### config.mk
export PLATFORM = sky130hd
export DESIGN_NAME = bmf_col_cell
export DESIGN_NICKNAME = d
export VERILOG_FILES = /design/src/design/box_mean_filter_3x3_rgb_defines.svh /design/src/design/bmf_pkg.sv /design/src/design/bmf_col_cell.sv
export SDC_FILE = /design/constraint.sdc
export NUM_CORES = 1
export LEC_CHECK = 0
export BUFFER_PORTS_ARGS = -buffer_cell sky130_fd_sc_hd__buf_4
export CAP_MARGIN = 20
export CORE_ASPECT_RATIO = 0.7
export CORE_MARGIN = 8
export CORE_UTILIZATION = 36
export DETAILED_ROUTE_END_ITERATION = 10
export GPL_TIMING_DRIVEN = 1
export PLACE_DENSITY = 0.84
export SLEW_MARGIN = 25
export SYNTH_ARGS = -nofsm -noshare
export SYNTH_HDL_FRONTEND = slang
export SYNTH_SLANG_ARGS = --single-unit
export TNS_END_PERCENT = 30
### constraint.sdc
create_clock -name clock -period 0.8 [get_ports clock]
set_input_delay 0.16 -clock clock [delete_from_list [all_inputs] [get_ports clock]]
set_output_delay 0.16 -clock clock [all_outputs]
set_load 0.005 [all_outputs]
### src/design/box_mean_filter_3x3_rgb_defines.svh
// Assertion macros shared by the box mean filter.
`ifndef BOX_MEAN_FILTER_3X3_RGB_DEFINES_SVH
`define BOX_MEAN_FILTER_3X3_RGB_DEFINES_SVH

// The condition must hold at every clock edge outside reset.
`define BMF_ASSERT_ALWAYS(label, clk, rst, cond, msg) \
   label: assert property (@(posedge clk) disable iff (rst) (cond)) else $error(msg);

// When the trigger holds, the consequence must hold once the delay given by n has passed.
`define BMF_ASSERT_AFTER(label, clk, rst, trig, n, cons, msg) \
   label: assert property (@(posedge clk) disable iff (rst) (trig) |-> ##n (cons)) \
      else $error(msg);

`endif

### src/design/bmf_pkg.sv
package bmf_pkg;

   localparam int MAX_WIDTH   = 1024;
   localparam int ADDR_W      = $clog2(MAX_WIDTH);
   localparam int WIDTH_W     = 11;
   localparam int HEIGHT_W    = 16;
   localparam int CSR_DATA_W  = 16;
   localparam int CSR_INDEX_W = 1;
   localparam int POS_W       = (ADDR_W + 1 > WIDTH_W) ? ADDR_W + 1 : WIDTH_W;
   localparam int TOT_W       = POS_W + HEIGHT_W;
   localparam int ROW_W       = HEIGHT_W + 1;

   localparam int CHAN_W      = 8;
   localparam int COLSUM_W    = 10;
   localparam int SUM_W       = 12;
   localparam int RECIP_W     = 13;
   localparam int RECIP_SHIFT = 16;
   localparam int PROD_W      = SUM_W + RECIP_W;

   localparam int FIFO_DEPTH  = 8;
   localparam int FIFO_PTR_W  = $clog2(FIFO_DEPTH);
   localparam int FIFO_CNT_W  = FIFO_PTR_W + 1;
   localparam int CREDIT_W    = FIFO_CNT_W + 1;
   localparam int PEND_W      = 2;

   typedef logic [ADDR_W-1:0]     addr_type;
   typedef logic [POS_W-1:0]      pos_type;
   typedef logic [HEIGHT_W-1:0]   height_type;
   typedef logic [TOT_W-1:0]      total_type;
   typedef logic [ROW_W-1:0]      row_type;
   typedef logic [FIFO_CNT_W-1:0] fifo_cnt_type;

   localparam logic [CSR_INDEX_W-1:0] CSR_IMAGE_WIDTH  = CSR_INDEX_W'(0);
   localparam logic [CSR_INDEX_W-1:0] CSR_IMAGE_HEIGHT = CSR_INDEX_W'(1);

   localparam pos_type    RST_WIDTH  = pos_type'(640);
   localparam height_type RST_HEIGHT = height_type'(480);
   localparam total_type  RST_TOTAL  = total_type'(640 * 480);

   // Nine times this reciprocal is two over a power of two, which keeps the floor exact
   // for every channel sum below 32768.
   localparam logic [RECIP_W-1:0] RECIP_9 = RECIP_W'(7282);

   typedef struct packed {
      logic [CHAN_W-1:0] r;
      logic [CHAN_W-1:0] g;
      logic [CHAN_W-1:0] b;
   } pix_type;

   typedef struct packed {
      pix_type upper;
      pix_type middle;
   } rows_type;

   typedef struct packed {
      logic [COLSUM_W-1:0] r;
      logic [COLSUM_W-1:0] g;
      logic [COLSUM_W-1:0] b;
   } colsum_type;

   typedef struct packed {
      logic [CHAN_W-1:0] r;
      logic [CHAN_W-1:0] g;
      logic [CHAN_W-1:0] b;
      logic              done;
   } result_type;

endpackage

### src/design/bmf_col_cell.sv
module bmf_col_cell (
   input  logic                clock,
   input  logic                reset,
   input  logic                shift_en,
   input  logic                skip,
   input  bmf_pkg::colsum_type feed_sum,
   output bmf_pkg::colsum_type held_sum,
   output bmf_pkg::colsum_type contrib
);

   bmf_pkg::colsum_type sum_ff;
   bmf_pkg::colsum_type sum_in;

   always_comb begin
      sum_in = shift_en ? feed_sum : sum_ff;
   end

   always_ff @(posedge clock) begin
      if (reset) begin
         sum_ff <= '0;
      end else begin
         sum_ff <= sum_in;
      end
   end

   assign held_sum = sum_ff;
   assign contrib  = skip ? '0 : sum_ff;

endmodule

; After elaboration in Yosys (flattened, before gate mapping)
; Index checks and enable logic that the tools add are counted.
[classes]
n_mux = 1
[op_table]
columns = cell, count
row1 = 2-to-1 mux 30 bit, 1
[totals]
register_bits = 30
out_inout_bits = 60

; Longest topological paths before layout
; Gate-level depths: netlist (run 1).
[logic_depth]
word_depth = 1
depth_mapped = 4
mapped_depth_nobuf = 2

; Worst setup path after synthesis (run 1)
; OpenSTA, ideal clock, no wires.
[synth_timing]
kind = in2out
from = input port skip
to = output port contrib[10] in the netlist's numbering
arrival_time_ps = 581
t_required_ps = 640
path_slack_ps = 59
cell_stages = 2
n_path_buf = 1
cell_sequence = clkbuf_1 and2b_1
[synth_rtl]
columns = item, line
row1 = from (decl), bmf_col_cell.sv:5  ; input logic skip,
row2 = to (decl), bmf_col_cell.sv:8  ; output bmf_pkg::colsum_type contrib

==> results.sh, run 1 <==
export IMPL_r2r_start="held_sum[2]"
export IMPL_hold_buffers=0
export IMPL_hpwl_mm=2.87
export IMPL_maxSlewViolCount=0
export IMPL_grt_max_degree=31
export IMPL_final_cell_mix="buf_6 (69), buf_4 (43), mux2i_1 (30), nor2_1 (30), dfxtp_2 (30)"
export IMPL_avgRoutedWirePerCell_um=15.3
export IMPL_postRouteAntennaNets=0
export IMPL_globalplace_congestion=0.742
export IMPL_rsz0062_at_grt="yes"
export IMPL_grt_pass1_vias=1337
export IMPL_reg2reg_to="held_sum[2]"
export IMPL_min_from="feed_sum[0]"
export IMPL_r2r_cells=3
export IMPL_final_common_cell="buf_6"
export IMPL_diodes=0
export IMPL_drive_above_1_share_pct=65.7
export IMPL_drt_iter0_drc=27
export IMPL_placement_io_buffers=93
export IMPL_start_kind="flip-flop"
export IMPL_powerDensity_nw_per_um2=1450
export IMPL_vias=1287
export IMPL_finalWorstSetupSlack_ns=-0.252
export IMPL_ir_drop_uv=801
export IMPL_setup_viol_count_final=60
export IMPL_hold_ws_ns=0.125
export IMPL_first_pass_iters=4
export IMPL_yosysSeqAreaShare_pct=45.6
export IMPL_hold_violations=0
export IMPL_critPathMaxFanout=3
export IMPL_fill_cells=249
export IMPL_outcome="finished with violations"
export IMPL_start_util_pct=37.5
export IMPL_final_nets=275
export IMPL_grt_pass1_wl_mm=6.30
export IMPL_violations="negative setup slack"
export IMPL_tightest_slew_ns=0.312
export IMPL_cts_buffers=5
export IMPL_endpoint_kind="primary output"
export IMPL_route_detailed_drc=0
export IMPL_synth_distinct_cells=8
export IMPL_antenna_found_initial=0
export IMPL_routed_wl_mm=4.46
export IMPL_critPathArrivalTime_ns=0.89
export IMPL_synth_seq_cells=30
export IMPL_worstPathRequired_ns=0.64
export IMPL_die_w_um=88.3
export IMPL_core_region_area_um2=3510
export IMPL_area_growth_pct=98.5
export IMPL_holdPathEnd="held_sum[0]"
export IMPL_dp_slack_ns=-0.148
export IMPL_num_rows=18
export IMPL_cts_tree="done"
export IMPL_largest_register_ffs=30
export IMPL_drv_cap=0
export IMPL_postSynthCellCount=130
export IMPL_p_leak_nw=1.34
export IMPL_path_class="reg -> out"
export IMPL_fin_crit_sh_pct=131
export IMPL_syn_avg_cell_area_um2=10.1
export IMPL_htree_levels=2
export IMPL_via_per_inst=4.41
export IMPL_grt_util_all_layers_pct=14.0
export IMPL_clk_latency_ns=0.27
export IMPL_hp_class="in -> reg"
export IMPL_rrSetupSlack_ns=0.05
export IMPL_die_y_um=66.6
export IMPL_fmax_mhz=951
export IMPL_relSlewSlack_pct=79.2
export IMPL_syn_nets=164
export IMPL_die_area_um2=5880
export IMPL_clkTransAtPathRegs_ns=0.06
export IMPL_ios=94
export IMPL_finClkSkew_ns=0
export IMPL_ys_warnings_count=0
export IMPL_cts_sinks=30
export IMPL_min_period_ns=1.05
export IMPL_holdPathStages=3
export IMPL_syn_area_um2=1320
export IMPL_gr_total_overflow=0
export IMPL_cts_max_path_buffers=2
export IMPL_clockRootBuffer="clkbuf_8"
## timing repair
item / 4_1_cts / 5_1_grt
setup endpoints to repair: 60 / 60
setup buffers: 7 / 12
pin swaps: 0 / 0
resized for setup: 78 / 35
## Yosys cell counts
cell,count,area (um2)
buf_12,3,60.1
nor2b_1,12,75.1
and2b_1,18,135
nor2_1,30,113
mux2i_1,30,300
dfxtp_1,30,601
clkbuf_1,6,22.5
buf_6,1,11.3
## worst max path at each step
stage,endpoint,slack [ns],cells past startpoint,start
2_1_floorplan,contrib[10],0.06,2,skip
3_3_place_gp,contrib[27],-0.12,3,skip
3_5_place_dp,contrib[18],-0.15,3,skip
4_1_cts,contrib[0],-0.25,2,held_sum[0]
5_1_grt,contrib[22],-0.32,2,held_sum[22]
6_report,contrib[22],-0.25,2,held_sum[22]
## metrics by stage
| step | utilization [%] | instance area (um2) | total power [mW] | cells | setup TNS, ns |
|---|---|---|---|---|---|
| floorplan | - | 1320 | 1.96 | 130 | 0 |
| global placement | 57.6 | 2020 | 2.32 | 265 | -2.33 |
| detailed placement | 57.6 | 2020 | 2.34 | 265 | -3.17 |
| CTS | 67.9 | 2390 | 3.69 | 280 | -9.95 |
| global route | 74.4 | 2620 | 3.98 | 292 | -12.79 |
| finish | 74.4 | 2620 | 3.78 | 292 | -10.56 |
## cells by family after synthesis
kind of cell,share of synthesized area (%)
multiplexers,22.8
AND/OR/NAND/NOR,24.5
flip-flops,45.6
buffers and inverters,7.12
## final cells by class
| cell class | count | area (um2) | area share, % |
|---|---|---|---|
| multi-input combinational | 90 | 683 | 26.1 |
| sequential | 30 | 638 | 24.4 |
| tap | 50 | 62.6 | 2.39 |
| timing repair buffer | 114 | 1140 | 43.6 |
| clock inverter | 1 | 5.00 | 0.191 |
| clock buffer | 7 | 86.3 | 3.30 |
## metal layers
layer | up-vias | GRT usage [%] | routed length (um)
met5 | - | 0 | 0
met4 | 0 | 3.77 | 18
met3 | 2 | 8.11 | 515
met2 | 61 | 23.6 | 2150
met1 | 585 | 14.5 | 1770
li1 | 639 | - | -
## critical path: stages, from the launching register on
cell     delay [ns]
dfxtp_2        0.34
nor2b_1        0.16
buf_4          0.13
## power breakdown
| part | total [mW] | switching [mW] | leakage (nW) | internal (mW) |
|---|---|---|---|---|
| Combinational | 0.897 | 0.301 | 1.04 | 0.596 |
| Clock | 1.20 | 0.508 | 0.0482 | 0.692 |
| Sequential | 1.68 | 0.0773 | 0.258 | 1.60 |
| Total | 3.78 | 0.886 | 1.34 | 2.89 |
Note: power is estimated with default switching activity, not from simulation.
==> inputs of run 2 (changes only) <==
--- a/config.mk
+++ b/config.mk
@@ -11,7 +11,7 @@
 export CORE_MARGIN = 8
 export CORE_UTILIZATION = 36
 export DETAILED_ROUTE_END_ITERATION = 10
-export GPL_TIMING_DRIVEN = 1
+export GPL_TIMING_DRIVEN = 0
 export PLACE_DENSITY = 0.84
 export SLEW_MARGIN = 25
 export SYNTH_ARGS = -nofsm -noshare
==> results.sh, run 2 (synthesis results as in run 1) <==
export IMPL_internal_power_mw=2.91
export IMPL_grt_util_all_layers_pct=14.2
export IMPL_pwr_share_comb_pct=24.1
export IMPL_antenna_found_initial=0
export IMPL_avgRoutedWirePerCell_um=15.2
export IMPL_via_per_inst=4.43
export IMPL_path_class="reg -> out"
export IMPL_pwr_share_seq_pct=44.1
export IMPL_cts_sinks=30
export IMPL_cp_top_family="flip-flops"
export IMPL_ios=94
export IMPL_crit_chain="nor2b_1, buf_4"
export IMPL_start_kind="flip-flop"
export IMPL_final_common_cell="buf_6"
export IMPL_powerDensity_nw_per_um2=1440
export IMPL_hpwl_mm=3.08
export IMPL_fin_crit_sh_pct=137
export IMPL_p_leak_nw=1.37
export IMPL_critPathArrivalTime_ns=0.93
export IMPL_final_nets=282
export IMPL_swShare_pct=23.7
export IMPL_num_rows=18
export IMPL_final_cell_mix="buf_6 (69), buf_4 (43), mux2i_1 (30), nor2_1 (30), dfxtp_2 (30)"
export IMPL_setup_viol_count_final=60
export IMPL_die_w_um=88.3
export IMPL_die_area_um2=5880
export IMPL_routed_wl_mm=4.54
export IMPL_placement_io_buffers=90
export IMPL_critPathMaxFanout=3
export IMPL_cts_tree="done"
export IMPL_diodes=0
export IMPL_postRouteAntennaNets=0
export IMPL_ir_drop_uv=1060
export IMPL_drt_iter0_drc=19
export IMPL_drive_above_1_share_pct=64.7
export IMPL_grt_pass1_vias=1335
export IMPL_min_period_ns=1.09
export IMPL_clkTransAtPathRegs_ns=0.07
export IMPL_stdcell_area_um2=2650
export IMPL_die_y_um=66.6
export IMPL_tightest_slew_ns=0.480
export IMPL_violations="negative setup slack"
export IMPL_outcome="finished with violations"
export IMPL_place_area_um2=2060
export IMPL_rrSetupSlack_ns=0.04
export IMPL_fmax_mhz=914
export IMPL_finalWorstSetupSlack_ns=-0.294
export IMPL_finClkSkew_ns=0
export IMPL_relSlewSlack_pct=68.0
export IMPL_endpoint_kind="primary output"
export IMPL_grt_max_degree=11
export IMPL_min_from="feed_sum[21]"
export IMPL_route_detailed_drc=0
export IMPL_largest_register_ffs=30
export IMPL_r2r_cells=3
export IMPL_clk_latency_ns=0.27
export IMPL_vias=1325
export IMPL_first_pass_iters=4
export IMPL_rsz0062_at_grt="yes"
export IMPL_dp_slack_ns=-0.262
export IMPL_fin_setup_tns_ns=-10.71
export IMPL_drv_cap=0
export IMPL_hp_class="in -> reg"
export IMPL_cts_buffers=5
export IMPL_grt_pass1_wl_mm=6.46
export IMPL_cts_max_path_buffers=2
export IMPL_hold_buffers=0
export IMPL_htree_levels=2
export IMPL_r2r_start="held_sum[16]"
export IMPL_clock_power_share_pct=31.9
export IMPL_hold_violations=0
export IMPL_reg2reg_to="held_sum[16]"
export IMPL_holdPathEnd="held_sum[21]"
export IMPL_area_growth_pct=101
export IMPL_critPathMaxStageDelay_ns=0.35
export IMPL_maxSlewViolCount=0
export IMPL_clockRootBuffer="clkbuf_8"
export IMPL_slowest_stage="dfxtp_2"
export IMPL_core_region_area_um2=3510
export IMPL_p_sw_mw=0.904
export IMPL_holdPathStages=3
export IMPL_worstPathRequired_ns=0.64
export IMPL_start_util_pct=37.5
export IMPL_crit_buf_inv=1
export IMPL_gr_total_overflow=0
export IMPL_globalplace_congestion=0.727
-- run 2: cell count changes in the layout (fill, tap and decap cells not counted) --
| cell | before | now |
|---|---|---|
| buf_12 | 2 | 3 |
| nor2b_4 | 8 | 6 |
| clkbuf_1 | 1 | 4 |
| nor2b_1 | 4 | 6 |
| clkbuf_2 | 0 | 3 |
-- run 2: how the worst max path moves through the flow --
| stage | slack (ns) | start | cells past startpoint | to |
|---|---|---|---|---|
| after floorplan | 0.06 | skip | 2 | contrib[10] |
| after global placement | -0.25 | skip | 3 | contrib[27] |
| after detailed placement | -0.26 | skip | 3 | contrib[7] |
| after CTS | -0.25 | held_sum[19] | 2 | contrib[19] |
| after global routing | -0.35 | held_sum[12] | 2 | contrib[12] |
| final | -0.29 | held_sum[12] | 2 | contrib[12] |
-- run 2: power groups by stage --
stage	sequential (mW)	clock [mW]	combinational [mW]
finish	1.68	1.22	0.917
global route	1.69	1.31	0.990
CTS	1.68	1.25	0.801
detailed placement	1.68	0	0.679
global placement	1.68	0	0.665
floorplan	1.68	0	0.286
-- run 2: routing by layer --
metal	share of wire, %	track usage [%]	up-vias
li1	-	-	651
met1	40	15.5	613
met2	47	23.4	59
met3	12	7.99	2
met4	0.33	3.77	0
met5	0	0	-
-- run 2: area by class of cell --
type                    count  area (um2)
well taps                  50        62.6
repair buffers            111        1090
fillers                   241         867
clock buffers               7        86.3
plain buffers              10        97.6
multi-input cells          90         668
flip-flops and latches     30         638
clock inverters             1        5.00
-- run 2: through the flow --
| stage | power (mW) | util [%] | cells | hold WS (ns) |
|---|---|---|---|---|
| after global placement | 2.34 | 58.5 | 270 | 0.391 |
| after detailed placement | 2.36 | 58.5 | 270 | 0.402 |
| final | 3.81 | 75.3 | 299 | 0.124 |
| after floorplan | 1.96 | - | 130 | 0.307 |
| after global routing | 3.99 | 75.3 | 299 | 0.121 |
| after CTS | 3.73 | 69.3 | 284 | 0.115 |
-- run 2: what timing repair did --
item,4_1_cts,5_1_grt
buffers inserted,6,15
hold endpoints to repair,0,0
gates resized for setup,83,29
pin swaps,0,0
setup endpoints to repair,60,60
-- run 2: worst reg2reg max path, cell delays in order (launching register included) --
cell and delay [ns]:
dfxtp_2 0.33, buf_4 0.13, mux2i_1 0.11, nor2_1 0.05
==> inputs of run 3 (changes only) <==
--- a/config.mk
+++ b/config.mk
@@ -9,10 +9,10 @@
 export CAP_MARGIN = 20
 export CORE_ASPECT_RATIO = 0.7
 export CORE_MARGIN = 8
-export CORE_UTILIZATION = 36
+export CORE_UTILIZATION = 40
 export DETAILED_ROUTE_END_ITERATION = 10
 export GPL_TIMING_DRIVEN = 0
-export PLACE_DENSITY = 0.84
+export PLACE_DENSITY = 0.88
 export SLEW_MARGIN = 25
 export SYNTH_ARGS = -nofsm -noshare
 export SYNTH_HDL_FRONTEND = slang
==> constraint.sdc (replaced) <==
create_clock -name clock -period 1.1 [get_ports clock]
set_input_delay 0.22 -clock clock [delete_from_list [all_inputs] [get_ports clock]]
set_output_delay 0.22 -clock clock [all_outputs]
set_load 0.005 [all_outputs]
==> results.sh, run 3 (synthesis results as in run 1) <==
export IMPL_grt_util_all_layers_pct=14.7
export IMPL_critPathMaxStageDelay_ns=0.33
export IMPL_grt_max_degree=11
export IMPL_num_rows=17
export IMPL_hold_ws_ns=0.183
export IMPL_cts_sinks=30
export IMPL_rsz0062_at_grt="yes"
export IMPL_area_growth_pct=76.9
export IMPL_drt_iter0_drc=18
export IMPL_cp_startpoint="held_sum[25]"
export IMPL_setup_viol_count_final=1
export IMPL_finalWorstSetupSlack_ns=-0.00683
export IMPL_grtUsageMet2_pct=26.0
export IMPL_maxSlewViolCount=0
export IMPL_tightest_slew_ns=0.455
export IMPL_hold_buffers=0
export IMPL_cts_max_path_buffers=2
export IMPL_placement_io_buffers=90
export IMPL_relSlewSlack_pct=69.6
export IMPL_hold_violations=0
export IMPL_final_cell_mix="buf_4 (73), mux2i_1 (30), nor2_1 (30), dfxtp_2 (30), buf_6 (22)"
export IMPL_p_leak_nw=1.24
export IMPL_die_area_um2=5420
export IMPL_diodes=0
export IMPL_vias=1244
export IMPL_route_detailed_drc=0
export IMPL_path_class="reg -> out"
export IMPL_gr_total_overflow=0
export IMPL_slowest_stage="dfxtp_2"
export IMPL_avgRoutedWirePerCell_um=15.5
export IMPL_antenna_found_initial=0
export IMPL_rrSetupSlack_ns=0.33
export IMPL_final_nets=265
export IMPL_grt_util_met1_pct=14.9
export IMPL_fin_setup_tns_ns=-0.00683
export IMPL_die_w_um=84.6
export IMPL_outcome="finished with violations"
export IMPL_clkTransAtPathRegs_ns=0.06
export IMPL_grtUsageMet3_pct=7.91
export IMPL_r2r_start="held_sum[5]"
export IMPL_hpwl_mm=3.13
export IMPL_grt_busiest_layer="met2"
export IMPL_routed_wl_mm=4.19
export IMPL_start_util_pct=41.9
export IMPL_drv_cap=0
export IMPL_core_region_area_um2=3150
export IMPL_globalplace_congestion=0.772
export IMPL_grt_pass1_wl_mm=6.47
export IMPL_fill_cells=245
export IMPL_start_kind="flip-flop"
export IMPL_ios=94
export IMPL_critPathArrivalTime_ns=0.89
export IMPL_min_from="feed_sum[2]"
export IMPL_min_period_ns=1.11
export IMPL_die_y_um=64.0
export IMPL_stdcell_area_um2=2330
export IMPL_cts_buffers=5
export IMPL_fmax_mhz=903
export IMPL_finClkSkew_ns=0
export IMPL_clk_latency_ns=0.27
export IMPL_place_area_um2=2040
export IMPL_powerDensity_nw_per_um2=1180
export IMPL_via_per_inst=4.61
export IMPL_drive_above_1_share_pct=61.6
export IMPL_worstPathRequired_ns=0.88
export IMPL_cts_tree="done"
export IMPL_postRouteAntennaNets=0
export IMPL_first_pass_iters=4
export IMPL_endpoint_kind="primary output"
export IMPL_htree_levels=2
export IMPL_critPathMaxFanout=3
export IMPL_largest_register_ffs=30
export IMPL_fin_crit_sh_pct=101
export IMPL_crit_chain="and2b_1, buf_6"
export IMPL_ir_drop_uv=756
export IMPL_hp_class="in -> reg"
export IMPL_grt_pass1_vias=1301
export IMPL_clockRootBuffer="clkbuf_8"
export IMPL_final_common_cell="buf_4"
export IMPL_violations="negative setup slack"
[run 3: cell count changes in the layout (fill, tap and decap cells not counted)]
| cell | delta |
|---|---|
| buf_6 | -47 |
| clkbuf_1 | -1 |
| clkbuf_8 | +2 |
| clkinv_2 | -1 |
| nor2b_1 | +2 |
| nor2b_4 | -2 |
| buf_4 | +30 |
[run 3: critical path: cells and delay by family, from the launching register on]
kind                   cells  cell delay (ns)
and+or+nand+nor            1             0.17
buffers and inverters      1             0.12
DFF                        1             0.33
[run 3: worst paths after layout]
| path | endpoint | cells after the start |
|---|---|---|
| worst max-delay path | contrib[25] | 2 |
| worst min-delay path | held_sum[2] | 3 |
| worst max register to register | held_sum[5] | 3 |
| worst min register to register | held_sum[28] | 2 |
[run 3: final cells by class]
| type | count | area (um2) | share of cell area (%) |
|---|---|---|---|
| clock buffer | 8 | 110 | 4.72 |
| sequential | 30 | 638 | 27.4 |
| multi-input combinational | 90 | 653 | 28.0 |
| tap | 38 | 47.5 | 2.04 |
| buffer | 10 | 97.6 | 4.19 |
| timing repair buffer | 94 | 785 | 33.7 |
[run 3: what timing repair did]
action / in CTS / in global routing
resized for setup: 33 / 29
buffers inserted: 3 / 1
setup endpoints to repair: 27 / 31
[run 3: through the flow]
stage	setup slack (ns)	util (%)	instances	total power [mW]
after floorplan	0.239	-	130	1.43
after global placement	-0.0339	64.8	258	1.70
after detailed placement	-0.0593	64.8	258	1.71
after CTS	-0.00516	70.9	269	2.76
after global routing	-0.0462	74.0	270	2.90
final	-0.00683	74.0	270	2.76
[run 3: report_power, final]
part	switching (mW)	total (mW)	internal [mW]
registers	0.0481	1.21	1.17
logic	0.195	0.537	0.342
clock network	0.379	1.01	0.631
total	0.623	2.76	2.14
[run 3: routing by layer]
| metal | vias to the layer above | wire length [um] |
|---|---|---|
| met5 | - | 0 |
| met4 | 0 | 42 |
| met1 | 579 | 1670 |
| met3 | 4 | 376 |
| met2 | 46 | 2100 |
| li1 | 615 | - |
