### src/design/box_mean_filter_3x3_rgb_defines.svh
// Assertion macros shared by the box mean filter.
`ifndef BOX_MEAN_FILTER_3X3_RGB_DEFINES_SVH
`define BOX_MEAN_FILTER_3X3_RGB_DEFINES_SVH

// The condition must hold at every clock edge outside reset.
`define BMF_ASSERT_ALWAYS(label, clk, rst, cond, msg) \
   label: assert property (@(posedge clk) disable iff (rst) (cond)) else $error(msg);

// When the trigger holds, the consequence must hold once the delay given by n has passed.
`define BMF_ASSERT_AFTER(label, clk, rst, trig, n, cons, msg) \
   label: assert property (@(posedge clk) disable iff (rst) (trig) |-> ##n (cons)) \
      else $error(msg);

`endif

### src/design/bmf_pkg.sv
package bmf_pkg;

   localparam int MAX_WIDTH   = 1024;
   localparam int ADDR_W      = $clog2(MAX_WIDTH);
   localparam int WIDTH_W     = 11;
   localparam int HEIGHT_W    = 16;
   localparam int CSR_DATA_W  = 16;
   localparam int CSR_INDEX_W = 1;
   localparam int POS_W       = (ADDR_W + 1 > WIDTH_W) ? ADDR_W + 1 : WIDTH_W;
   localparam int TOT_W       = POS_W + HEIGHT_W;
   localparam int ROW_W       = HEIGHT_W + 1;

   localparam int CHAN_W      = 8;
   localparam int COLSUM_W    = 10;
   localparam int SUM_W       = 12;
   localparam int RECIP_W     = 13;
   localparam int RECIP_SHIFT = 16;
   localparam int PROD_W      = SUM_W + RECIP_W;

   localparam int FIFO_DEPTH  = 8;
   localparam int FIFO_PTR_W  = $clog2(FIFO_DEPTH);
   localparam int FIFO_CNT_W  = FIFO_PTR_W + 1;
   localparam int CREDIT_W    = FIFO_CNT_W + 1;
   localparam int PEND_W      = 2;

   typedef logic [ADDR_W-1:0]     addr_type;
   typedef logic [POS_W-1:0]      pos_type;
   typedef logic [HEIGHT_W-1:0]   height_type;
   typedef logic [TOT_W-1:0]      total_type;
   typedef logic [ROW_W-1:0]      row_type;
   typedef logic [FIFO_CNT_W-1:0] fifo_cnt_type;

   localparam logic [CSR_INDEX_W-1:0] CSR_IMAGE_WIDTH  = CSR_INDEX_W'(0);
   localparam logic [CSR_INDEX_W-1:0] CSR_IMAGE_HEIGHT = CSR_INDEX_W'(1);

   localparam pos_type    RST_WIDTH  = pos_type'(640);
   localparam height_type RST_HEIGHT = height_type'(480);
   localparam total_type  RST_TOTAL  = total_type'(640 * 480);

   // Nine times this reciprocal is two over a power of two, which keeps the floor exact
   // for every channel sum below 32768.
   localparam logic [RECIP_W-1:0] RECIP_9 = RECIP_W'(7282);

   typedef struct packed {
      logic [CHAN_W-1:0] r;
      logic [CHAN_W-1:0] g;
      logic [CHAN_W-1:0] b;
   } pix_type;

   typedef struct packed {
      pix_type upper;
      pix_type middle;
   } rows_type;

   typedef struct packed {
      logic [COLSUM_W-1:0] r;
      logic [COLSUM_W-1:0] g;
      logic [COLSUM_W-1:0] b;
   } colsum_type;

   typedef struct packed {
      logic [CHAN_W-1:0] r;
      logic [CHAN_W-1:0] g;
      logic [CHAN_W-1:0] b;
      logic              done;
   } result_type;

endpackage

### src/design/bmf_out_fifo.sv
module bmf_out_fifo (
   input  logic                  clock,
   input  logic                  reset,
   input  logic                  push,
   input  bmf_pkg::result_type   push_data,
   input  logic                  out_stall,
   output logic                  out_valid,
   output bmf_pkg::result_type   out_data,
   output bmf_pkg::fifo_cnt_type count
);

   bmf_pkg::result_type           entries_ff [bmf_pkg::FIFO_DEPTH];
   logic [bmf_pkg::FIFO_PTR_W-1:0] wr_ptr_ff;
   logic [bmf_pkg::FIFO_PTR_W-1:0] wr_ptr_in;
   logic [bmf_pkg::FIFO_PTR_W-1:0] rd_ptr_ff;
   logic [bmf_pkg::FIFO_PTR_W-1:0] rd_ptr_in;
   bmf_pkg::fifo_cnt_type          count_ff;
   bmf_pkg::fifo_cnt_type          count_in;
   logic                           pop;

   always_comb begin
      pop       = (count_ff != '0) && !out_stall;
      wr_ptr_in = push ? wr_ptr_ff + 1'b1 : wr_ptr_ff;
      rd_ptr_in = pop ? rd_ptr_ff + 1'b1 : rd_ptr_ff;
      count_in  = count_ff + bmf_pkg::fifo_cnt_type'(push) - bmf_pkg::fifo_cnt_type'(pop);
   end

   always_ff @(posedge clock) begin
      if (push) begin
         entries_ff[wr_ptr_ff] <= push_data;
      end
   end

   always_ff @(posedge clock) begin
      if (reset) begin
         wr_ptr_ff <= '0;
         rd_ptr_ff <= '0;
         count_ff  <= '0;
      end else begin
         wr_ptr_ff <= wr_ptr_in;
         rd_ptr_ff <= rd_ptr_in;
         count_ff  <= count_in;
      end
   end

   assign out_valid = count_ff != '0;
   assign out_data  = entries_ff[rd_ptr_ff];
   assign count     = count_ff;

endmodule

### config.mk
export PLATFORM = sky130hd
export DESIGN_NAME = bmf_out_fifo
export DESIGN_NICKNAME = d
export VERILOG_FILES = /design/src/design/box_mean_filter_3x3_rgb_defines.svh /design/src/design/bmf_pkg.sv /design/src/design/bmf_out_fifo.sv
export SDC_FILE = /design/constraint.sdc
export NUM_CORES = 1
export LEC_CHECK = 0
export ABC_AREA = 1
export CAP_MARGIN = 30
export CORE_UTILIZATION = 45
export DETAILED_ROUTE_END_ITERATION = 7
export DONT_BUFFER_PORTS = 1
export SLEW_MARGIN = 40
export SYNTH_ARGS = -nofsm -noshare
export SYNTH_HDL_FRONTEND = slang
export SYNTH_SLANG_ARGS = --single-unit
### constraint.sdc
create_clock -name clock -period 2.7 [get_ports clock]
set_input_delay 0.405 -clock clock [delete_from_list [all_inputs] [get_ports clock]]
set_output_delay 0.405 -clock clock [all_outputs]
set_load 0.02 [all_outputs]
* After elaboration in Yosys (flattened, before gate mapping)
Memory sizes are Yosys's and may differ from the RTL's. A register that Yosys moved wholly into a read port is not among the register bits. Cells that the tools add are included.
Operators by class: add/subtract/negate cells 4, mux-type cells 4, reduce and logical (&&, ||, !) cells 3
Operator list (count):
- 3-bit by 1-bit adder with 3-bit output (second input constant) | 2
- 3-bit 2-to-1 mux | 2
- 4-bit by 1-bit adder with 4-bit output | 1
- 4-bit nonzero test | 1
- 4-bit by 1-bit subtractor with 4-bit output | 1
- 1-bit 2-to-1 mux | 2
- 1-bit logical AND | 1
- 1-bit logical NOT | 1
Storage, ports and cells: bits in registers 10, bits in writable memories 200, input port bits 29, output and inout port bits 30, word-level logic and storage cells 15, memories kept 1
Memories:
- entries_ff | depth 8, width 25, rd ports 1, clocked after memory_dff 1, wr ports 1, line bmf_out_fifo.sv:12 | bmf_pkg::result_type entries_ff [bmf_pkg::FIFO_DEPTH];

* Logic depth before layout (Yosys ltp)
Gate-level depths: netlist of run 1.
word-level depth 4, depth in mapped cells 11, gate-level depth less buffers 11

* Worst setup path before layout of run 1
Ideal clock, no wire load.
path kind input to register, from in push, to mem entries_ff[0][0] (netlist name), enable pin, library setup time 0.407 ns, data arrival time 1.840 ns, data required time 2.293 ns, slack 0.453 ns, stages 3, buffers on the path 0, path through inv_1 -> or2_2 -> nor2_1
On the way: word-level cells in the longest chain between the ends 2
RTL lines:
- start, declared | line bmf_out_fifo.sv:4 | input logic push,
- 1-bit 2-to-1 mux | line bmf_out_fifo.sv:29 | if (push) begin
- 1-bit 2-to-1 mux (implied by the code) | line bmf_out_fifo.sv:30 | entries_ff[wr_ptr_ff] <= push_data;
- end, declared | line bmf_out_fifo.sv:12
No other way between the ends.

==> results.md, run 1 <==
* Status: finished clean
* Initial DRC Count at 281
* Final setup skew at 0.0113 ns
* Crit share post-route at 0.894
* Die area at 0.0211 sq mm
* Final hold violations at 0
* Via density at 4.66
* Hold path depth at 2
* Die X at 145 microns
* Nets at 1000
* Layout cells sized above 1 at 0.0675
* Post-synth cell types at 18
* Storage cell area at 0.00627 sq mm
* Post-DP Area at 0.00960 sq mm
* WL met2 at 9.14 mm
* Met1 WL at 7.88 mm
* Max Root-Sink Buffers at 3
* Num CTS Buffers at 23
* Routed vias at 5812
* Gpl congestion at 0.773
* Synth Register Bits at 213
* Ys flop type: edfxtp_1
* First-pass GRT wire length at 30.1 mm
* Gr usage total at 0.183
* Sequential area share after synthesis at 0.677
* HPWL after DPL at 10.3 mm
* Final Non-Filler Cells at 1248
* Synth area leader: edfxtp_1
* Io pins at 59
* Max_cap viols at 0
* Setup TNS Final at 0 ns
* RSZ-0062 raised after global routing: false
* Pleak at 4.69 nW
* Post-synthesis async set-or-reset flop share at 0
* Worst setup EP type: primary output
* Die Y at 145 microns
* Worst Max-Slew Pin Slew at 0.678 ns
* Pin count of the biggest net entering global routing at 63
* Core Footprint at 0.0202 sq mm
* Top Layer Used: met4
* Post-route DRC at 0
* CTS Sinks at 213
* Synth area leaders: edfxtp_1, nand2_1, inv_1
* Placed insts at 1182
* # H-tree levels at 1
* Worst Setup Start Kind: flip-flop
* Cells on worst reg2reg path at 10
* Drt first pass iters at 4
* Setup-failing EPs final at 0
* YS warnings at 0
* Initial Util at 0.459
* PortBufs at 0
* CP Data Required Time at 2.30 ns
* Worst-path fanout max at 38
* Area of the multi-input gates at 0.00217 sq mm
* Drt wl/cell at 14.9 microns
* Top cell type's share of synthesized area at 0.649
* Peak VDD IR at 0.000577 V
* Post-layout min period at 2.41 ns
* Clk slew on worst S/H paths at 0.06 ns
* Worst-Skew Late Latency at 0.50 ns
* Post-synth EDFFs at 200
* GRT overflow at 0
* Hold Path Class: input port to flip-flop
* Antenna Nets Post-Route at 0
* FILL cells at 1778
* Top cells by count, synth: nand2_1, edfxtp_1, inv_1, nand3_1, nor2_1
* Number of global-route vias before repair at 5745
* Top-count cell post-synth: nand2_1
* Area growth, synth to finish at 14.5%
* Initial antenna violation count at 0
* Mean Syn Cell Area at 9.94 sq um
* Max Fclk at 414 MHz
* Cell area after synthesis at 0.00926 sq mm
* Clock Tree Root: clkbuf_16
* Syn Inst Count at 931
* Relative slew slack at 0.548
* Diode count at 0
* Met3 wire len at 970 microns
* Arrival time at the worst endpoint at 2.01 ns
* Final non-filler cell area at 0.0106 sq mm
* P per Cell Area at 825 mW/mm^2
* Net Count, Synth at 967
* WL final at 18.5 mm
* TritonCTS clock tree: built
* Std-Cell Rows at 52
* WS Path Type: flip-flop to primary output
* Final Max Slew Viols at 0
## metrics by stage
stage | hold slack [ns] | setup slack (ns) | util | total power, mW
CTS | 0.0473 | 0.0989 | 0.524 | 8.82
finish | 0.0673 | 0.287 | 0.525 | 8.75
global route | 0.0828 | 0.101 | 0.525 | 9.26
floorplan | 0.463 | 0.453 | - | 5.45
global placement | 0.473 | 0.537 | 0.476 | 5.79
detailed placement | 0.475 | 0.442 | 0.476 | 5.82
## kinds of logic after synthesis
kind of cell    share of synthesized area
compound gates                    0.00541
fa+ha+maj                          0.0103
simple gates                        0.213
flops                               0.677
buf+inv                            0.0948
## power by group
| part | switching [mW] | leakage [nW] | internal (mW) |
|---|---|---|---|
| Sequential | 0.121 | 1.92 | 3.74 |
| Clock | 1.16 | 0.351 | 1.77 |
| Combinational | 1.40 | 2.41 | 0.561 |
## metal layers
metal	GRT usage	vias up
li1	-	2981
met1	0.227	2660
met2	0.318	129
met3	0.0376	42
met4	0.0689	0
met5	0	-
## final timing paths
kind,from,endpoint,slack [ns]
worst min-delay path,push,wr_ptr_ff[2],0.07
worst max-delay path,flip-flop,out_data[16],0.29
worst max register to register,count[2],count[2],0.45
worst min register to register,wr_ptr_ff[0],wr_ptr_ff[0],0.50
## final cells by class
type	instances	area share
inverter	169	0.0599
sequential	213	0.592
timing repair buffer	45	0.0450
clock inverter	10	0.00921
tap	270	0.0319
clock buffer	29	0.0574
multi-input combinational	512	0.205
## worst max-delay path, stage by stage (launching register included)
cell and delay [ns]:
dfxtp_4 0.45, inv_2 0.12, buf_4 0.38, nand2_1 0.09
nand2_1 0.07, nand2_1 0.04, nand2_1 0.07, nand2_1 0.05
nand2_1 0.23
## registers in the layout, indices dropped and copies added (netlist names), named ones only
signal and flops:
entries_ff 200, wr_ptr_ff 3, rd_ptr_ff 3, count 4
## cells in the final DEF (no fill, tap or decap), drive strengths merged
cell type and n:
dlygate4sd3 26, o21ai 4, nor2 21, edfxtp 200
dfxtp 13, bufinv 2, a21oi 6, inv 169
ha 6, fa 1, or2 2, nand3b 2
nand3 78, clkbuf 29, clkinv 8, nand2 392
buf 19
## timing repair
action	CTS	global route
hold buffers	26	0
setup endpoints to repair	0	10
endpoints found under the hold margin	203	0
gates resized for setup	0	1
buffers inserted	0	1
(Power assumes the default switching activity.)
==> inputs of run 2 (changes only) <==
--- a/config.mk
+++ b/config.mk
@@ -10,6 +10,7 @@
 export CORE_UTILIZATION = 45
 export DETAILED_ROUTE_END_ITERATION = 7
 export DONT_BUFFER_PORTS = 1
+export REMOVE_ABC_BUFFERS = 1
 export SLEW_MARGIN = 40
 export SYNTH_ARGS = -nofsm -noshare
 export SYNTH_HDL_FRONTEND = slang
==> results.md, run 2 (synthesis results as in run 1) <==
* Hold path depth at 0 (-2)
* Initial Util at 0.459 (unchanged)
* HPWL after DPL at 9.49 mm (-8.0%)
* Initial DRC Count at 316 (+12%)
* First-pass GRT wire length at 29.3 mm (-2.7%)
* Area growth, synth to finish at 14.2%
* Final setup skew at 0.0143 ns (+0.00302 ns)
* Worst-Skew Late Latency at 0.49 ns (about the same)
* Die Y at 145 microns (unchanged)
* Die area at 0.0211 sq mm (unchanged)
* Cells on worst reg2reg path at 10 (unchanged)
* Worst Max-Slew Pin Slew at 0.662 ns (-0.0160 ns)
* Initial antenna violation count at 0 (unchanged)
* Number of global-route vias before repair at 5551 (-3.4%)
* Num CTS Buffers at 23 (unchanged)
* CP Data Required Time at 2.30 ns (about the same)
* Nets at 1004 (+0.40%)
* Status: finished clean
* Pleak at 4.67 nW (-0.31%)
* Diode count at 0 (unchanged)
* CTS Sinks at 213 (unchanged)
* Commonest non-fill, non-tap cell in the layout: nand2_1
* RSZ-0062 raised after global routing: false
* Hold Path Class: input port to flip-flop
* Max Root-Sink Buffers at 3 (unchanged)
* Die X at 145 microns (unchanged)
* WS Path Type: flip-flop to primary output
* Final hold violations at 0 (unchanged)
* Max_cap viols at 0 (unchanged)
* Setup-failing EPs final at 0 (unchanged)
* Worst setup EP type: primary output
* Final Max Slew Viols at 0 (unchanged)
* P per Cell Area at 805 mW/mm^2 (-2.5%)
* Top reg by flops: entries_ff
* Io pins at 59 (unchanged)
* Crit share post-route at 0.905 (+0.0114)
* Drt first pass iters at 4 (unchanged)
* Drt wl/cell at 14.9 microns (about the same)
* Gr usage total at 0.179 (-0.00440)
* WL final at 18.6 mm (+0.47%)
* Worst hold slack at 0.0237 ns (-0.0436 ns)
* Antenna Nets Post-Route at 0 (unchanged)
* Clk slew on worst S/H paths at 0.06 ns (about the same)
* Max reg flops at 200 (unchanged)
* Worst Setup Start Kind: flip-flop
* Arrival time at the worst endpoint at 2.04 ns (+0.03 ns)
* Via density at 4.64 (-0.41%)
* Post-route DRC at 0 (unchanged)
* Commonest cells after routing, fill and taps aside: nand2_1, edfxtp_1, inv_1, nand3_1, dlygate4sd3_1
* Layout cells sized above 1 at 0.0600 (-0.00753)
* Post-layout min period at 2.44 ns (+0.0307 ns)
* Pin count of the biggest net entering global routing at 101 (+60%)
* GRT overflow at 0 (unchanged)
* Routed vias at 5816 (+0.069%)
* Gpl congestion at 0.703 (-9.1%)
* Relative slew slack at 0.558 (+0.0100)
* PortBufs at 0 (unchanged)
* Placed insts at 1179 (-0.25%)
* TritonCTS clock tree: built
* Peak VDD IR at 0.000882 V (+53%)
* Max Fclk at 409 MHz (-1.3%)
* Clock Tree Root: clkbuf_16
* Worst-path fanout max at 43 (+13%)
* Core Footprint at 0.0202 sq mm (unchanged)
* Final Non-Filler Cells at 1254 (+0.48%)
* # H-tree levels at 1 (unchanged)
* Std-Cell Rows at 52 (unchanged)
* FILL cells at 1752 (-1.5%)
[run 2: metal layers]
metal	wire length (microns)	vias to the layer above	track usage
met5	0	-	0
met4	278	0	0.0526
met3	1020	21	0.0329
met2	9090	117	0.311
met1	8250	2683	0.229
li1	-	2995	-
[run 2: path summary, 6_finish.rpt]
check                 from                 to  slack, ns
max              flip-flop        out_data[6]       0.26
min          push_data[18]  entries_ff[7][18]       0.02
max reg2reg       count[2]           count[2]       0.42
min reg2reg   wr_ptr_ff[0]       wr_ptr_ff[0]       0.50
[run 2: power breakdown]
group / internal, mW / total (mW) / switching [mW] / leakage [nW]
combinational: 0.563 / 1.94 / 1.38 / 2.43
sequential: 3.74 / 3.86 / 0.122 / 1.92
clock: 1.55 / 2.71 / 1.15 / 0.324
[run 2: critical path: stages, from the launching register on]
cell and delay (ns):
dfxtp_2 0.64, inv_2 0.21, buf_12 0.25, nand3_1 0.11, nand2_1 0.05, nand2_1 0.05, nand2_1 0.21
[run 2: layout make-up]
type                    instances  area (sq um)  area share
clock buffers                  28           594      0.0562
clock inverters                13          56.3     0.00533
inverters                     169           634      0.0600
multi-input cells             512          2170       0.206
flip-flops and latches        213          6270       0.593
well taps                     270           338      0.0320
repair buffers                 49           503      0.0476
[run 2: what timing repair did]
action	4_1_cts	5_1_grt
hold endpoints to repair	100	83
setup buffers	0	0
hold buffers	16	18
resized for setup	0	0
[run 2: through the flow]
stage | util | TNS [ns] | setup slack, ns | instance area (sq um) | power [mW]
4_1_cts | 0.515 | 0 | 0.213 | 10400 | 8.56
5_1_grt | 0.524 | 0 | 0.111 | 10600 | 8.96
3_3_place_gp | 0.475 | 0 | 0.549 | 9580 | 5.81
6_report | 0.524 | 0 | 0.256 | 10600 | 8.51
2_1_floorplan | - | -32.29 | -1.29 | 9010 | 5.31
3_5_place_dp | 0.475 | 0 | 0.477 | 9580 | 5.83
==> inputs of run 3 (changes only) <==
--- a/config.mk
+++ b/config.mk
@@ -10,6 +10,8 @@
 export CORE_UTILIZATION = 45
 export DETAILED_ROUTE_END_ITERATION = 7
 export DONT_BUFFER_PORTS = 1
+export HOLD_SLACK_MARGIN = 0.05
+export PLACE_DENSITY = 0.59
 export REMOVE_ABC_BUFFERS = 1
 export SLEW_MARGIN = 40
 export SYNTH_ARGS = -nofsm -noshare
==> results.md, run 3 (synthesis results as in run 1) <==
* Die Y at 145 microns (unchanged)
* Worst-Skew Late Latency at 0.51 ns (+0.02 ns)
* Clock power share at 0.346 (+0.028)
* Post-layout min period at 2.38 ns (-0.0649 ns)
* Power Total at 8.85 mW (+4.1%)
* CTS Sinks at 213 (unchanged)
* Worst-path fanout max at 50 (+16%)
* Sw power at 2.68 mW (+0.77%)
* Post-CTS Setup Bufs at 0 (unchanged)
* Setup-failing EPs final at 0 (unchanged)
* Final WS setup at 0.321 ns (+0.0649 ns)
* Post-route DRC at 0 (unchanged)
* Setup TNS Final at 0 ns (unchanged)
* Hold Path Class: input port to flip-flop
* CP Data Required Time at 2.30 ns (about the same)
* Max incr delay on CP at 0.58 ns (-0.06 ns)
* Switch share at 0.302 (-0.00992)
* Crit share post-route at 0.881 (-0.0240)
* Reg power frac at 0.432 (-0.021)
* Die area at 0.0211 sq mm (unchanged)
* Clock Tree Root: clkbuf_16
* Core Footprint at 0.0202 sq mm (unchanged)
* Post-cts sizing count at 0 (unchanged)
* Io pins at 59 (unchanged)
* Top reg by flops: entries_ff
* # H-tree levels at 1 (unchanged)
* Antenna Nets Post-Route at 0 (unchanged)
* Drt first pass iters at 4 (unchanged)
* TritonCTS clock tree: built
* Max reg flops at 200 (unchanged)
* Std-Cell Rows at 52 (unchanged)
* Max Fclk at 420 MHz (+2.7%)
* Die X at 145 microns (unchanged)
* P per Cell Area at 835 mW/mm^2 (+3.8%)
* Number of global-route vias before repair at 5642 (+1.6%)
* First-pass GRT wire length at 29.7 mm (+1.2%)
* Worst Max-Slew Pin Slew at 0.712 ns (+0.0496 ns)
* Cells along the critical path: buf_4, nand3_1, nand2_1, nand2_1, nand2_1
* Pin count of the biggest net entering global routing at 101 (unchanged)
* Crit path max-delay cell type: buf_4
* Area growth, synth to finish at 14.5%
* CP dominant cell by count: nand2_1
* HPWL after DPL at 9.25 mm (-2.5%)
* Combinational power share at 0.223 (-0.005)
* Max_cap viols at 0 (unchanged)
* Commonest cells after routing, fill and taps aside: nand2_1, edfxtp_1, inv_1, nand3_1, dlygate4sd3_1
* Initial antenna violation count at 1 (+1)
* Relative slew slack at 0.526 (-0.0324)
* Initial DRC Count at 323 (+2.2%)
* RSZ-0062 raised after global routing: false
* Routed vias at 5823 (+0.12%)
* Initial Util at 0.459 (unchanged)
* Status: finished clean
* Worst Setup Start Kind: flip-flop
* Final Util at 0.525 (+0.00130)
* Int Pwr at 6.18 mW (+5.6%)
* WS Path Type: flip-flop to primary output
* Commonest non-fill, non-tap cell in the layout: nand2_1
* Final Max Slew Viols at 0 (unchanged)
* Max Root-Sink Buffers at 3 (unchanged)
* Nets at 995 (-0.90%)
* Worst setup EP type: primary output
* Hold path depth at 2 (+2)
* Layout cells sized above 1 at 0.0626 (+0.00260)
* FILL cells at 1789 (+2.1%)
* Gr usage total at 0.181 (+0.00226)
* Num CTS Buffers at 22 (-4.3%)
* Final setup skew at 0.0172 ns (+0.00289 ns)
* PortBufs at 0 (unchanged)
* Arrival time at the worst endpoint at 1.97 ns (-0.07 ns)
* Drt wl/cell at 14.8 microns (-0.35%)
* WL final at 18.4 mm (-0.99%)
* GRT overflow at 0 (unchanged)
* Pleak at 4.68 nW (+0.12%)
* Via density at 4.67 (+0.76%)
* Clk slew on worst S/H paths at 0.06 ns (about the same)
* Final hold violations at 0 (unchanged)
* Peak VDD IR at 0.000566 V (-36%)
* Cells on worst reg2reg path at 10 (unchanged)
* Setup WS pre-CTS at 0.450 ns (-0.0272 ns)
* Gpl congestion at 0.692 (-1.5%)
run 3: worst max-delay path, delay by kind of cell, from the launching register on:
family	cells	cell delay [ns]
buffers and inverters	1	0.58
flip-flops	1	0.33
AND/OR/NAND/NOR	4	0.57
run 3: final timing paths:
path | startpoint | slack (ns) | to
max | flip-flop | 0.32 | out_data[21]
min | push | 0.07 | wr_ptr_ff[2]
max reg2reg | count[2] | 0.45 | count[2]
min reg2reg | wr_ptr_ff[0] | 0.49 | wr_ptr_ff[0]
run 3: what timing repair did:
item                                    4_1_cts  5_1_grt
endpoints found under the hold margin       203        0
hold buffers                                 26        0
endpoints found under the setup margin        0        0
run 3: layout make-up:
| type | instances | area, sq um | share of cell area |
|---|---|---|---|
| clock buffer | 31 | 626 | 0.0590 |
| sequential | 213 | 6270 | 0.592 |
| timing repair buffer | 41 | 435 | 0.0411 |
| inverter | 169 | 634 | 0.0599 |
| clock inverter | 9 | 116 | 0.0110 |
| tap | 270 | 338 | 0.0319 |
| antenna | 1 | 2.50 | 0.000236 |
| multi-input combinational | 512 | 2170 | 0.205 |
run 3: routing by layer:
metal | GRT usage | vias to the layer above | wire, microns
met5 | 0 | - | 0
met4 | 0.0595 | 0 | 364
met3 | 0.0367 | 33 | 1310
met2 | 0.304 | 129 | 8660
met1 | 0.237 | 2688 | 8120
li1 | - | 2973 | -
run 3: stage by stage:
stage	cell area, sq um	hold slack (ns)	instances
floorplan	9010	0.463	894
global placement	9590	0.473	1179
detailed placement	9590	0.474	1179
CTS	10600	0.0533	1245
global route	10600	0.0842	1246
finish	10600	0.0712	1246
run 3: power by group through the flow:
stage / Combinational (mW) / Sequential [mW] / Clock, mW
floorplan: 1.31 / 4.00 / 0
global placement: 1.91 / 3.89 / 0
detailed placement: 1.93 / 3.89 / 0
CTS: 2.00 / 3.82 / 3.12
global route: 2.25 / 3.83 / 3.25
finish: 1.97 / 3.82 / 3.06
